==> src/rtl/fnp_pkg.sv <==
package fnp_pkg;

    // Field and register widths.
    localparam int FREQ_W   = 33;
    localparam int RETRY_W  = 3;
    localparam int IF_W     = 32;
    localparam int OFS_W    = 28;
    localparam int PFD_W    = 27;
    localparam int VAR_W    = 2;
    localparam int STAT_W   = 2;
    localparam int DIV_W    = 3;
    localparam int WIN_W    = 3;
    localparam int NWORD_W  = 10;
    localparam int FWORD_W  = 18;
    localparam int CFG_W    = 32;
    localparam int CFG_IDX_W = 3;

    // Offset-corrected frequency and VCO frequency widths.
    localparam int F_W  = 34;
    localparam int FV_W = F_W + DIV_W;

    localparam int FRAC_BITS_DEF = 18;
    localparam int N_MAX_DEF     = 1023;

    localparam logic [PFD_W-1:0] PFD_RST = 27'd10000000;
    localparam logic [VAR_W-1:0] VAR_RST = 2'd1;

    // Range band above the IF.
    localparam logic [F_W-1:0] BAND_LO = 34'd500000;
    localparam logic [F_W-1:0] BAND_HI = 34'd1500000000;

    // Status codes.
    localparam logic [STAT_W-1:0] ST_OK    = 2'd0;
    localparam logic [STAT_W-1:0] ST_RANGE = 2'd1;
    localparam logic [STAT_W-1:0] ST_SAT   = 2'd2;

    // Configuration register indexes.
    localparam logic [CFG_IDX_W-1:0] CFG_IF      = 3'd0;
    localparam logic [CFG_IDX_W-1:0] CFG_OFFSET  = 3'd1;
    localparam logic [CFG_IDX_W-1:0] CFG_PFD     = 3'd2;
    localparam logic [CFG_IDX_W-1:0] CFG_VARIANT = 3'd3;

    // Retry counts that move the output divider.
    localparam logic [RETRY_W-1:0] RETRY_UP   = 3'd2;
    localparam logic [RETRY_W-1:0] RETRY_DOWN = 3'd1;

    localparam logic [VAR_W-1:0] VAR_LAST = 2'd2;

    typedef struct packed {
        logic [IF_W-1:0]         if_freq;
        logic signed [OFS_W-1:0] tune_offset;
        logic [PFD_W-1:0]        pfd;
        logic [VAR_W-1:0]        variant;
    } t_cfg;

    typedef struct packed {
        logic load;
        logic step;
    } t_div_cmd;

    // Divider ranges per variant, in Hz: low bound exclusive, high bound inclusive.
    // Row r selects divider 6 - r.
    localparam logic [F_W-1:0] DIV_LO [3][6] = '{
        '{34'd373000000,  34'd448000000,  34'd560000000,
          34'd747000000,  34'd1120000000, 34'd2240000000},
        '{34'd640000000,  34'd768000000,  34'd960000000,
          34'd1280000000, 34'd1920000000, 34'd3840000000},
        '{34'd700000000,  34'd1065000000, 34'd1278000000,
          34'd1598000000, 34'd2130000000, 34'd4200000000}
    };
    localparam logic [F_W-1:0] DIV_HI [3][6] = '{
        '{34'd623000000,  34'd748000000,  34'd935000000,
          34'd1247000000, 34'd1870000000, 34'd3740000000},
        '{34'd965000000,  34'd1158000000, 34'd1448000000,
          34'd1930000000, 34'd2895000000, 34'd5790000000},
        '{34'd1065000000, 34'd1278000000, 34'd1598000000,
          34'd2130000000, 34'd3195000000, 34'd6390000000}
    };

    localparam logic [F_W-1:0] WIN_TH [8] = '{
        34'd2970000000, 34'd2000000000, 34'd1390000000, 34'd941000000,
        34'd646000000,  34'd431000000,  34'd294000000,  34'd196000000
    };

    // First matching row wins; the loop runs backward so the earliest match is kept.
    function automatic logic [DIV_W-1:0] pick_divider(input logic [VAR_W-1:0] variant,
                                                      input logic [F_W-1:0] f);
        logic [DIV_W-1:0] d;
        d = 3'd1;
        if (variant <= VAR_LAST) begin
            for (int r = 5; r >= 0; r--) begin
                if (f > DIV_LO[variant][r] && f <= DIV_HI[variant][r]) begin
                    d = DIV_W'(6 - r);
                end
            end
        end
        return d;
    endfunction

    // Below the lowest threshold the window code falls back to 1.
    function automatic logic [WIN_W-1:0] pick_window(input logic [FV_W-1:0] fvco);
        logic [WIN_W-1:0] w;
        w = 3'd1;
        for (int k = 7; k >= 0; k--) begin
            if (fvco >= FV_W'(WIN_TH[k])) begin
                w = WIN_W'(k);
            end
        end
        return w;
    endfunction

endpackage

==> src/rtl/fnp_cfg_regs.sv <==
module fnp_cfg_regs (
    input  logic                          i_clk,
    input  logic                          i_rst_n,
    input  logic                          i_cfg_we,
    input  logic [fnp_pkg::CFG_IDX_W-1:0] i_cfg_idx,
    input  logic [fnp_pkg::CFG_W-1:0]     i_cfg_data,
    output fnp_pkg::t_cfg                 o_cfg
);
    import fnp_pkg::*;

    t_cfg r_cfg;

    always_ff @(posedge i_clk) begin
        if (!i_rst_n) begin
            r_cfg.if_freq     <= '0;
            r_cfg.tune_offset <= '0;
            r_cfg.pfd         <= PFD_RST;
            r_cfg.variant     <= VAR_RST;
        end else if (i_cfg_we) begin
            case (i_cfg_idx)
                CFG_IF:      r_cfg.if_freq     <= i_cfg_data[IF_W-1:0];
                CFG_OFFSET:  r_cfg.tune_offset <= signed'(i_cfg_data[OFS_W-1:0]);
                CFG_PFD:     r_cfg.pfd         <= i_cfg_data[PFD_W-1:0];
                CFG_VARIANT: r_cfg.variant     <= i_cfg_data[VAR_W-1:0];
                default: begin
                end
            endcase
        end
    end

    assign o_cfg = r_cfg;

endmodule

==> src/rtl/fnp_div_unit.sv <==
module fnp_div_unit #(
    parameter int PW = 27,
    parameter int LW = 18
) (
    input  logic                       i_clk,
    input  logic                       i_rst_n,
    input  fnp_pkg::t_div_cmd          i_cmd,
    input  logic [$clog2(LW+1)-1:0]    i_steps,
    input  logic [PW-1:0]              i_part,
    input  logic [LW-1:0]              i_low,
    input  logic [PW-1:0]              i_divisor,
    output logic [PW-1:0]              o_part,
    output logic [LW-1:0]              o_low,
    output logic                       o_done
);
    import fnp_pkg::*;

    localparam int CNT_W = $clog2(LW + 1);

    logic [CNT_W-1:0] r_cnt;
    logic [PW-1:0]    r_part;
    logic [LW-1:0]    r_low;
    logic [PW:0]      w_trial;
    logic             w_ge;
    logic [PW:0]      w_diff;

    // Restoring division: bring down the next dividend bit, subtract when it fits.
    assign w_trial = {r_part, r_low[LW-1]};
    assign w_ge    = w_trial >= {1'b0, i_divisor};
    assign w_diff  = w_trial - {1'b0, i_divisor};

    always_ff @(posedge i_clk) begin
        if (!i_rst_n) begin
            r_cnt <= '0;
        end else if (i_cmd.load) begin
            r_cnt <= i_steps;
        end else if (i_cmd.step && r_cnt != '0) begin
            r_cnt <= r_cnt - 1'b1;
        end
    end

    always_ff @(posedge i_clk) begin
        if (i_cmd.load) begin
            r_part <= i_part;
            r_low  <= i_low;
        end else if (i_cmd.step && r_cnt != '0) begin
            r_part <= w_ge ? w_diff[PW-1:0] : w_trial[PW-1:0];
            r_low  <= {r_low[LW-2:0], w_ge};
        end
    end

    assign o_part = r_part;
    assign o_low  = r_low;
    assign o_done = (r_cnt == '0);

endmodule

==> src/rtl/frac_n_pll_divider_planner.sv <==
// Channel   Direction  Handshake                 Payload
// request   in         i_in_valid / o_in_ready   i_freq_hz, i_retries_left
// result    out        o_out_valid / i_out_ready o_status, o_out_div, o_lock_window,
//                                                o_n_word, o_frac_word
// config    in         i_cfg_we (no wait)        i_cfg_idx, i_cfg_data
//
// A request steps through the range check, output divider, VCO frequency, lock window,
// N division on the shared bit-serial divider, N fix-up, fraction scaling, saturation
// check and fraction division; ready returns in the same cycle the result becomes valid.
// A clamped N or saturated fraction skips its division; out-of-range requests skip to done.
// A result still waiting in the output register holds the next one in its last step.
// Reset is synchronous and active low and restores the register defaults.
module frac_n_pll_divider_planner #(
    parameter int FRAC_BITS = fnp_pkg::FRAC_BITS_DEF,
    parameter int N_MAX     = fnp_pkg::N_MAX_DEF
) (
    input  logic                          i_clk,
    input  logic                          i_rst_n,
    input  logic                          i_cfg_we,
    input  logic [fnp_pkg::CFG_IDX_W-1:0] i_cfg_idx,
    input  logic [fnp_pkg::CFG_W-1:0]     i_cfg_data,
    input  logic                          i_in_valid,
    output logic                          o_in_ready,
    input  logic [fnp_pkg::FREQ_W-1:0]    i_freq_hz,
    input  logic [fnp_pkg::RETRY_W-1:0]   i_retries_left,
    output logic                          o_out_valid,
    input  logic                          i_out_ready,
    output logic [fnp_pkg::STAT_W-1:0]    o_status,
    output logic [fnp_pkg::DIV_W-1:0]     o_out_div,
    output logic [fnp_pkg::WIN_W-1:0]     o_lock_window,
    output logic [fnp_pkg::NWORD_W-1:0]   o_n_word,
    output logic [fnp_pkg::FWORD_W-1:0]   o_frac_word
);
    import fnp_pkg::*;

    localparam int NW     = $clog2(N_MAX + 1);
    localparam int LW     = (NW > FRAC_BITS) ? NW : FRAC_BITS;
    localparam int CNT_W  = $clog2(LW + 1);
    localparam int NMP_W  = NW + PFD_W;
    localparam int REM_W  = ((FV_W > NMP_W) ? FV_W : NMP_W) + 1;
    localparam int XW     = REM_W + FRAC_BITS;
    localparam int NXW    = (NW > NWORD_W) ? NW : NWORD_W;
    localparam int FXW    = (FRAC_BITS > FWORD_W) ? FRAC_BITS : FWORD_W;

    localparam logic [3:0] S_IDLE  = 4'd0;
    localparam logic [3:0] S_RANGE = 4'd1;
    localparam logic [3:0] S_ODIV  = 4'd2;
    localparam logic [3:0] S_VCO   = 4'd3;
    localparam logic [3:0] S_WIN   = 4'd4;
    localparam logic [3:0] S_DIV1  = 4'd5;
    localparam logic [3:0] S_NFIX  = 4'd6;
    localparam logic [3:0] S_XMUL  = 4'd7;
    localparam logic [3:0] S_SAT   = 4'd8;
    localparam logic [3:0] S_DIV2  = 4'd9;
    localparam logic [3:0] S_DONE  = 4'd10;

    t_cfg w_cfg;

    logic [3:0]          r_state;
    logic [FREQ_W-1:0]   r_freq;
    logic [RETRY_W-1:0]  r_retries;
    logic [F_W-1:0]      r_f;
    logic [DIV_W-1:0]    r_odiv;
    logic [FV_W-1:0]     r_fvco;
    logic [NMP_W-1:0]    r_nmp;
    logic [WIN_W-1:0]    r_win;
    logic [REM_W-1:0]    r_rem;
    logic [XW-1:0]       r_x;
    logic [NW-1:0]       r_nm1;
    logic [FRAC_BITS-1:0] r_frac;
    logic [STAT_W-1:0]   r_status;

    logic                r_out_valid;
    logic [STAT_W-1:0]   r_o_status;
    logic [DIV_W-1:0]    r_o_div;
    logic [WIN_W-1:0]    r_o_win;
    logic [NWORD_W-1:0]  r_o_nword;
    logic [FWORD_W-1:0]  r_o_frac;

    logic [PFD_W-1:0]    w_pfd;
    logic [F_W-1:0]      w_band_lo;
    logic [F_W-1:0]      w_band_hi;
    logic                w_out_of_range;
    logic signed [F_W:0] w_adj;
    logic [F_W-1:0]      w_f;
    logic [DIV_W-1:0]    w_odiv;
    logic [REM_W-1:0]    w_fv_ext;
    logic [XW-1:0]       w_x_ext;
    logic [NW-1:0]       w_q;
    logic [NXW-1:0]      w_n_ext;
    logic [FXW-1:0]      w_f_ext;
    logic                w_in_acc;
    logic                w_out_free;

    t_div_cmd            w_div_cmd;
    logic [CNT_W-1:0]    w_div_steps;
    logic [PFD_W-1:0]    w_div_ld_part;
    logic [LW-1:0]       w_div_ld_low;
    logic [PFD_W-1:0]    w_div_part;
    logic [LW-1:0]       w_div_low;
    logic                w_div_done;

    fnp_cfg_regs u_cfg (
        .i_clk      (i_clk),
        .i_rst_n    (i_rst_n),
        .i_cfg_we   (i_cfg_we),
        .i_cfg_idx  (i_cfg_idx),
        .i_cfg_data (i_cfg_data),
        .o_cfg      (w_cfg)
    );

    fnp_div_unit #(
        .PW (PFD_W),
        .LW (LW)
    ) u_div (
        .i_clk     (i_clk),
        .i_rst_n   (i_rst_n),
        .i_cmd     (w_div_cmd),
        .i_steps   (w_div_steps),
        .i_part    (w_div_ld_part),
        .i_low     (w_div_ld_low),
        .i_divisor (w_pfd),
        .o_part    (w_div_part),
        .o_low     (w_div_low),
        .o_done    (w_div_done)
    );

    assign w_pfd = (w_cfg.pfd == '0) ? PFD_W'(1) : w_cfg.pfd;

    assign w_band_lo = F_W'(w_cfg.if_freq) + BAND_LO;
    assign w_band_hi = F_W'(w_cfg.if_freq) + BAND_HI;
    assign w_out_of_range = (F_W'(r_freq) < w_band_lo) || (F_W'(r_freq) > w_band_hi);

    assign w_adj = signed'({2'b00, r_freq}) + (F_W+1)'(w_cfg.tune_offset);
    assign w_f   = w_adj[F_W] ? '0 : w_adj[F_W-1:0];

    always_comb begin
        w_odiv = pick_divider(w_cfg.variant, r_f);
        if (r_retries == RETRY_UP) begin
            w_odiv = w_odiv + 1'b1;
        end else if (r_retries == RETRY_DOWN) begin
            w_odiv = w_odiv - 1'b1;
        end
    end

    assign w_fv_ext = REM_W'(r_fvco);
    assign w_x_ext  = r_x;
    assign w_q      = w_div_low[NW-1:0];
    assign w_n_ext  = NXW'(r_nm1);
    assign w_f_ext  = FXW'(r_frac);

    assign w_in_acc   = i_in_valid && o_in_ready;
    assign w_out_free = !r_out_valid || i_out_ready;

    // Divider loads: N first with NW quotient bits, then the fraction with FRAC_BITS bits.
    always_comb begin
        w_div_cmd     = '0;
        w_div_steps   = CNT_W'(NW);
        w_div_ld_part = w_fv_ext[NW +: PFD_W];
        w_div_ld_low  = LW'(w_fv_ext[NW-1:0]) << (LW - NW);
        case (r_state)
            S_WIN: begin
                w_div_cmd.load = (r_fvco <= FV_W'(r_nmp)) && (REM_W'(r_fvco) <= REM_W'(r_nmp));
            end
            S_DIV1, S_DIV2: begin
                w_div_cmd.step = 1'b1;
            end
            S_SAT: begin
                w_div_cmd.load = (r_x < (XW'(w_pfd) << FRAC_BITS));
                w_div_steps    = CNT_W'(FRAC_BITS);
                w_div_ld_part  = w_x_ext[FRAC_BITS +: PFD_W];
                w_div_ld_low   = LW'(w_x_ext[FRAC_BITS-1:0]) << (LW - FRAC_BITS);
            end
            default: begin
            end
        endcase
    end

    always_ff @(posedge i_clk) begin
        if (!i_rst_n) begin
            r_state     <= S_IDLE;
            r_out_valid <= 1'b0;
        end else begin
            if (r_state == S_DONE && w_out_free) begin
                r_out_valid <= 1'b1;
            end else if (r_out_valid && i_out_ready) begin
                r_out_valid <= 1'b0;
            end
            case (r_state)
                S_IDLE: begin
                    if (w_in_acc) begin
                        r_state <= S_RANGE;
                    end
                end
                S_RANGE: r_state <= w_out_of_range ? S_DONE : S_ODIV;
                S_ODIV:  r_state <= S_VCO;
                S_VCO:   r_state <= S_WIN;
                S_WIN:   r_state <= w_div_cmd.load ? S_DIV1 : S_XMUL;
                S_DIV1: begin
                    if (w_div_done) begin
                        r_state <= S_NFIX;
                    end
                end
                S_NFIX:  r_state <= S_XMUL;
                S_XMUL:  r_state <= S_SAT;
                S_SAT:   r_state <= w_div_cmd.load ? S_DIV2 : S_DONE;
                S_DIV2: begin
                    if (w_div_done) begin
                        r_state <= S_DONE;
                    end
                end
                S_DONE: begin
                    if (w_out_free) begin
                        r_state <= S_IDLE;
                    end
                end
                default: r_state <= S_IDLE;
            endcase
        end
    end

    always_ff @(posedge i_clk) begin
        case (r_state)
            S_IDLE: begin
                if (w_in_acc) begin
                    r_freq    <= i_freq_hz;
                    r_retries <= i_retries_left;
                end
            end
            S_RANGE: begin
                r_f      <= w_f;
                r_status <= w_out_of_range ? ST_RANGE : ST_OK;
                r_odiv   <= '0;
                r_win    <= '0;
                r_nm1    <= '0;
                r_frac   <= '0;
            end
            S_ODIV: begin
                r_odiv <= w_odiv;
                r_nmp  <= NMP_W'(N_MAX) * NMP_W'(w_pfd);
            end
            S_VCO: begin
                r_fvco <= FV_W'(r_f) * FV_W'(r_odiv);
            end
            S_WIN: begin
                r_win <= pick_window(r_fvco);
                // When N clamps, the remainder runs past one pfd period.
                if (!w_div_cmd.load) begin
                    r_nm1 <= NW'(N_MAX - 1);
                    r_rem <= w_fv_ext - REM_W'(r_nmp) + REM_W'(w_pfd);
                end
            end
            S_NFIX: begin
                if (w_div_part != '0) begin
                    r_nm1 <= w_q;
                    r_rem <= REM_W'(w_div_part);
                end else if (w_q != '0) begin
                    r_nm1 <= w_q - 1'b1;
                    r_rem <= REM_W'(w_pfd);
                end else begin
                    r_nm1 <= '0;
                    r_rem <= '0;
                end
            end
            S_XMUL: begin
                r_x <= (XW'(r_rem) << FRAC_BITS) - XW'(r_rem);
            end
            S_SAT: begin
                if (!w_div_cmd.load) begin
                    r_frac   <= '1;
                    r_status <= ST_SAT;
                end
            end
            S_DIV2: begin
                if (w_div_done) begin
                    r_frac <= w_div_low[FRAC_BITS-1:0];
                end
            end
            S_DONE: begin
                if (w_out_free) begin
                    r_o_status <= r_status;
                    r_o_div    <= r_odiv;
                    r_o_win    <= r_win;
                    r_o_nword  <= w_n_ext[NWORD_W-1:0];
                    r_o_frac   <= w_f_ext[FWORD_W-1:0];
                end
            end
            default: begin
            end
        endcase
    end

    assign o_in_ready    = (r_state == S_IDLE);
    assign o_out_valid   = r_out_valid;
    assign o_status      = r_o_status;
    assign o_out_div     = r_o_div;
    assign o_lock_window = r_o_win;
    assign o_n_word      = r_o_nword;
    assign o_frac_word   = r_o_frac;

    a_busy_after_request: assert property (@(posedge i_clk) disable iff (!i_rst_n)
        w_in_acc |=> !o_in_ready)
        else $error("request taken while a previous one is still being planned");

    a_range_fields_zero: assert property (@(posedge i_clk) disable iff (!i_rst_n)
        (o_out_valid && o_status == ST_RANGE) |->
            (o_out_div == '0 && o_lock_window == '0 && o_n_word == '0 && o_frac_word == '0))
        else $error("rejected request carries nonzero fields");

    a_sat_frac_full: assert property (@(posedge i_clk) disable iff (!i_rst_n)
        (r_state == S_DONE && r_status == ST_SAT) |-> (r_frac == {FRAC_BITS{1'b1}}))
        else $error("saturated fraction is not full scale");

    a_div_remainder: assert property (@(posedge i_clk) disable iff (!i_rst_n)
        (r_state == S_DIV1 || r_state == S_DIV2) |-> (w_div_part < w_pfd))
        else $error("partial remainder reached the divisor");

    a_done_flag: assert property (@(posedge i_clk) disable iff (!i_rst_n)
        w_div_cmd.load |=> !w_div_done)
        else $error("divider reports done right after a load");

endmodule

==> config.mk <==
export PLATFORM = sky130hd
export DESIGN_NAME = frac_n_pll_divider_planner
export DESIGN_NICKNAME = d
export VERILOG_FILES = /design/src/rtl/fnp_pkg.sv /design/src/rtl/fnp_cfg_regs.sv /design/src/rtl/fnp_div_unit.sv /design/src/rtl/frac_n_pll_divider_planner.sv
export SDC_FILE = /design/constraint.sdc
export NUM_CORES = 2
export LEC_CHECK = 0
export ABC_CLOCK_PERIOD_IN_PS = 7200
export BUFFER_PORTS_ARGS = -buffer_cell sky130_fd_sc_hd__buf_2
export CAP_MARGIN = 20
export CORE_ASPECT_RATIO = 1.25
export CORE_MARGIN = 5
export CORE_UTILIZATION = 40
export CTS_CLUSTER_DIAMETER = 30
export DETAILED_ROUTE_END_ITERATION = 7
export GPL_TIMING_DRIVEN = 0
export PLACE_DENSITY = 0.66
export SLEW_MARGIN = 5
export SYNTH_ARGS = -nofsm -noshare
export SYNTH_HDL_FRONTEND = slang
export SYNTH_SLANG_ARGS = --single-unit
==> constraint.sdc <==
create_clock -name i_clk -period 7.2 [get_ports i_clk]
set_clock_uncertainty 0.2 [all_clocks]
set_input_delay 1.44 -clock i_clk [delete_from_list [all_inputs] [get_ports i_clk]]
set_output_delay 1.44 -clock i_clk [all_outputs]
set_load 0.02 [all_outputs]
## Word-level counts from Yosys, hierarchy flattened

Index checks and enable logic that the tools add are counted.

| word-level totals | value |
|---|---|
| register bits | 454 |
| bits of input ports | 76 |
| output and inout port bits | 38 |
| word-level logic and storage cells | 188 |

| cells by class | value |
|---|---|
| add/subtract/negate cells | 11 |
| multiply operators | 2 |
| $lt $le $gt $ge | 26 |
| equality and inequality tests | 21 |
| muxes and demuxes | 61 |
| bitwise operators | 1 |
| reduce and logical (&&, ||, !) cells | 40 |

Operator list:

| cell | count |
|---|---|
| $bmux 204 s2 | 2 |
| $mux 204 | 4 |
| $mux 27 | 7 |
| $gt 34x34->1 | 5 |
| $le 34x34->1 | 5 |
| $mux 18 | 5 |
| $pmux 38 s2 | 1 |
| $ge 37x29->1 const B | 2 |
| $ge 37x30->1 const B | 2 |
| $ge 37x31->1 const B | 2 |
| $le 37x37->1 | 2 |
| $lt 56x45->1 | 1 |
| $sub 56x38->56 | 1 |
| $pmux 18 s3 | 1 |
| $pmux 4 s11 | 1 |
| $mux 3 | 14 |
| $add 38x27->38 | 1 |
| $mux 38 | 1 |
| $sub 37x37->38 | 1 |
| $ge 37x28->1 const B | 1 |
| $ge 37x32->1 const B | 1 |
| $mul 10x27->37 const A | 1 |
| $mul 34x3->37 | 1 |
| $add 34x28->35 | 1 |
| 46 further kinds | 99 |

## Depth between registers and ports, before layout

| logic depth | value |
|---|---|
| depth in word-level cells | 16 |
| depth in mapped cells | 26 |
| gate-level depth less buffers | 26 |

## Cells and area by module

A second synthesis with hierarchy kept.

| second synthesis, totals | value |
|---|---|
| cell total of the unflattened synthesis | 4546 |
| area, all modules | 42194.2 µm² |

By module, submodules not included:

| module | instances | cells an instance | area each (µm²) | sequential area each (µm²) |
|---|---|---|---|---|
| frac_n_pll_divider_planner | 1 | 3825 | 34850.9 | 9409.0 |
| fnp_div_unit | 1 | 385 | 3936.3 | 1451.4 |
| fnp_cfg_regs | 1 | 336 | 3407.0 | 1781.7 |

## Worst setup path before layout

OpenSTA, ideal clock, no wires.

| timing | value |
|---|---|
| kind | reg-to-reg |
| from | register u_cfg.r_cfg, in the netlist u_cfg.o_cfg[27] |
| to | register r_nmp[36] (data pin) |
| library setup time | 0.260 ns |
| arrival time | 6.031 ns |
| data required time | 6.740 ns |
| setup slack | 0.710 ns |
| cell stages (with the launch flop) | 27 |
| buffers on the path | 0 |
| period minus slack after synthesis | 6.490 ns |
| cells stage by stage | dfxtp_1 -> inv_1 -> ha_1 -> nor4b_1 -> nand4_1 -> o21ai_0 -> inv_1 -> fa_1 -> inv_1 -> fa_1 -> inv_1 -> fa_1 -> fa_1 -> inv_1 -> fa_1 -> inv_1 -> ha_1 -> nor2_1 -> nor2b_1 -> nor2_1 -> a21oi_1 -> nor3_1 -> a2111o_1 -> nand3_1 -> a31o_2 -> a21oi_1 -> xnor2_1 |

| between the ends | value |
|---|---|
| longest elaborated chain between the ends | 3 |

Ends and longest elaborated chain:

| item | line | text |
|---|---|---|
| from (decl) | fnp_cfg_regs.sv:11 | `t_cfg r_cfg;` |
| $logic_not 27->1 | frac_n_pll_divider_planner.sv:128 | `assign w_pfd = (w_cfg.pfd == '0) ? PFD_W'(1) : w_cfg.pfd;` |
| $mux 27 * | frac_n_pll_divider_planner.sv:128 |  |
| $mul 10x27->37 * | frac_n_pll_divider_planner.sv:240 | `r_nmp <= NMP_W'(N_MAX) * NMP_W'(w_pfd);` |
| to (signal assigned) | frac_n_pll_divider_planner.sv:240 |  |
| to (decl) | frac_n_pll_divider_planner.sv:65 | `logic [NMP_W-1:0] r_nmp;` |

Every way passes the cells marked *; elsewhere a longest branch is shown, timed or not.
A chain may end at the register's enable or synchronous reset.

## Worst setup path after layout

| timing | value |
|---|---|
| from | register u_cfg.r_cfg, in the netlist u_cfg.o_cfg[26] |
| to | register r_nmp[35] (data pin) |

| between the ends | value |
|---|---|
| longest elaborated chain between the ends | 3 |

Ends and longest elaborated chain:

| item | line | text |
|---|---|---|
| $logic_not 27->1 | frac_n_pll_divider_planner.sv:128 |  |
| $mux 27 | frac_n_pll_divider_planner.sv:128 |  |
| named net u_div.i_divisor[0] | fnp_div_unit.sv:11 | `input logic [PW-1:0] i_divisor,` |
| $mul 10x27->37 | frac_n_pll_divider_planner.sv:240 |  |

The timed path passes the listed nets, and every way through them passes these cells.

==> results.md <==
- Routed WL: 134000 um
- Cell area power density: 372 mW/mm^2
- Final Hold Vio Count: 0
- Worst-path clk slew: 50 ps
- Clk sink count: 454
- Layout cells sized above 1: 8.47%
- Critical path origin: u_cfg.o_cfg[26]
- GPL Wtd Cong: 1.01
- YS warnings: 0
- Slew Limit Fails: 0
- Largest net degree at the start of global routing: 59
- Top post-synthesis cells by area: edfxtp_1, ha_1, fa_1
- Seq/Total Area, Yosys: 30.9%
- Synthesized Nets: 5216
- Rows: 131
- CP max stage cell: fa_1
- Port bufs: 112
- FF-to-FF path depth: 24
- Switching share of power: 41.7%
- DIE WIDTH: 296 um
- Cell variety after synth: 87
- Die Area: 0.109 sq mm
- Avg Cell Area, Syn: 9.23 sq um
- Routed vias: 34200
- Longest Clk Path Bufs: 3
- Die height: 368 um
- Global route overflow: 0
- DP HPWL: 110000 um
- Pre-CTS WS: -1320 ps
- CTS Hold Buffers Added: 0
- Asr flop ratio synth: 0%
- Initial antenna violation count: 9
- Nets: 5450
- First-pass GRT wire length: 203000 um
- Crit end category: flip-flop
- Fin area: 0.0470 sq mm
- Post-synth top area share: 26.0%
- Ports: 114
- Outcome: finished clean
- Setup ws final: 209 ps
- R2R Setup Slk: 210 ps
- Initial DRC count: 2580
- Clock power frac: 25.9%
- Total GRT Usage: 24.3%
- Peak Freq: 143 MHz
- EDFF count, synth: 355
- DP Area: 0.0434 sq mm
- Core Area: 0.102 sq mm
- Area grow syn2layout: 14.7%
- CTS tree: yes
- Root buf cell: clkbuf_16
- Reg-to-Reg End: r_nmp[35]
- Skew-Pair Late Insertion Delay: 690 ps
- Avg WL per Cell: 22.1 um
- Reg2reg start: u_cfg.o_cfg[26]
- P_int: 10.2 mW
- Type of the worst min-delay path: reg2reg
- Yosys reg bits: 454
- DR pass1 iterations: 5
- Minimum clock period: 6990 ps
- Critical Path End: r_nmp[35]
- Worst Max-Slew Pin Slew: 1050 ps
- Arrival time at the worst endpoint: 7220 ps
- DRC: 0
- DRT antenna net count: 0
- Main synth FF type: edfxtp_1
- Vias in the first global route: 34200
- CP Class: reg2reg
- Worst rel slew slack: 29.7%
- Maxcap violations: 0
- Slowest stage delay, CP: 570 ps
- Peak supply drop: 0.221 mV
- Gate power share: 48.9%
- Cell leakage power: 20.2 nW
- CP dominant cell by count: fa_1
- Psw: 7.29 mW
- Starting Density: 40.2%
- Data required, critical path: 7420 ps
- Synthesized area: 0.0410 sq mm
- CP startpoint kind: flip-flop
- Final setup fails: 0
- Critical Path, Cell by Cell: inv_2, ha_2, nor4b_4, nand4_1, buf_4, nor2_4, nor2_1, inv_2, fa_2, fa_2, fa_1, fa_1, fa_1, ha_1, or2_2, a211oi_4, o31ai_4, a211oi_2, buf_4, a211oi_2, a31o_2, a211o_1, a21oi_1, xnor2_1
- Synth Instances: 4440
- Tcrit/Tclk final: 97.1%
- Vias per std cell: 5.60
- Num CTS Buffers: 97
- Critical Path Fanout Max: 4
- Dominant cell type by area after synthesis: edfxtp_1
- CTS HTree Levels: 3
- Sequential Power Share: 25.2%
area by class of cell:
class                      count  area (sq um)
clock inverter                69           756
clock buffer                 114          2580
sequential                   454         12600
multi-input combinational   3322         26000
buffer                       147           604
tap                         1330          1660
antenna                        7          17.5
fill                        9816         54900
timing repair buffer         135           816
inverter                     517          1940
how the worst min path moves through the flow:
| stage | startpoint | endpoint | slack (ps) | cells after the start |
|---|---|---|---|---|
| floorplan | r_frac[0] | o_frac_word[0] | 200 | 0 |
| global placement | r_nm1[5] | o_n_word[5] | 200 | 0 |
| global route | r_frac[3] | o_frac_word[3] | 200 | 0 |
| finish | r_nm1[5] | o_n_word[5] | 210 | 0 |
| detailed placement | r_frac[0] | o_frac_word[0] | 200 | 0 |
| CTS | r_frac[3] | o_frac_word[3] | 210 | 0 |
critical path, delay by kind of cell (launching register included):
kind | cells | cell delay, ps
xor gates and xnor gates | 1 | 90
DFF | 1 | 370
adders and majority gates | 7 | 3060
buffers and inverters | 4 | 600
AOI/OAI and AO/OA | 7 | 1450
and+or+nand+nor | 5 | 990
cell usage in the layout (no fill, tap or decap), types with 26 or more instances in the layout:
cell type	n
a211oi_1	58
a21o_1	141
a21oi_1	367
a22oi_1	40
a31oi_1	35
and3_1	29
buf_2	122
clkbuf_1	140
clkbuf_16	99
dfxtp_1	99
edfxtp_1	355
fa_1	210
ha_1	479
inv_1	512
mux2i_1	26
nand2_1	461
nand2b_1	34
nand3_1	75
nand4_1	87
nor2_1	249
nor2b_1	50
nor3_1	85
nor4_1	41
o211ai_1	31
o21a_1	42
o21ai_0	146
o21ai_1	39
or3_1	28
xnor2_1	159
xor2_1	92
repair_timing:
action,4_1_cts,5_1_grt
cloned,0,0
setup endpoints to repair,24,7
resized for setup,18,25
setup buffers,5,4
pin swaps,3,5
metal layers:
metal | GRT usage [%] | part of all wire, % | vias up
li1 | - | - | 16300
met1 | 29.6 | 40 | 16500
met2 | 41.0 | 48 | 1112
met3 | 3.79 | 5.8 | 291
met4 | 13.6 | 6.4 | 6
met5 | 0 | 0.035 | -
power by group through the flow:
stage / Sequential (mW) / Clock [mW] / Combinational [mW]
CTS: 4.40 / 4.61 / 8.36
global placement: 4.46 / 0 / 8.07
detailed placement: 4.44 / 0 / 8.23
finish: 4.41 / 4.53 / 8.54
floorplan: 4.11 / 0 / 6.27
global route: 4.43 / 4.74 / 9.62
cells by family (layout without fill, tap and decap cells):
logic type	Yosys count	count (layout)	share of synthesized area (%)
and+or+nand+nor	1246	1246	14.4
muxes	29	29	0.718
buffers and inverters	664	982	6.21
xor gates and xnor gates	251	251	5.37
other	0	7	0
AOI/OAI and AO/OA	1096	1096	17.1
adders and majority gates	700	700	25.3
DFF	454	454	30.9
state kept, by name, summed over array words and instances (netlist names), 10 cells and up:
| signal | flops |
|---|---|
| u_div.o_low | 18 |
| r_rem | 38 |
| u_cfg.o_cfg | 89 |
| o_frac_word | 18 |
| r_frac | 18 |
| r_nm1 | 10 |
| r_f | 34 |
| r_nmp | 37 |
| u_div.o_part | 27 |
| r_x | 56 |
| o_n_word | 10 |
| r_freq | 33 |
| r_fvco | 37 |
synth_stat cells (51+ instances only):
| library cell | number |
|---|---|
| nor3_1 | 88 |
| edfxtp_1 | 355 |
| nand4_1 | 87 |
| inv_1 | 517 |
| xnor2_1 | 159 |
| a21oi_1 | 370 |
| clkbuf_1 | 130 |
| xor2_1 | 92 |
| ha_1 | 486 |
| nand3_1 | 76 |
| a211oi_1 | 61 |
| nand2_1 | 462 |
| nor2b_1 | 51 |
| a21o_1 | 141 |
| nor2_1 | 255 |
| o21ai_0 | 148 |
| fa_1 | 214 |
| dfxtp_1 | 99 |
metrics by stage:
stage	util, %	setup TNS (ps)	hold slack (ps)	cells	power (mW)
floorplan	-	0	200	4440	10.4
global placement	42.4	-18220	204	5882	12.5
detailed placement	42.6	-13320	205	5896	12.7
CTS	46.0	0	210	6084	17.4
global route	46.1	-125	203	6089	18.8
finish	46.1	0	208	6095	17.5
Power figures use the tool's default switching activity.
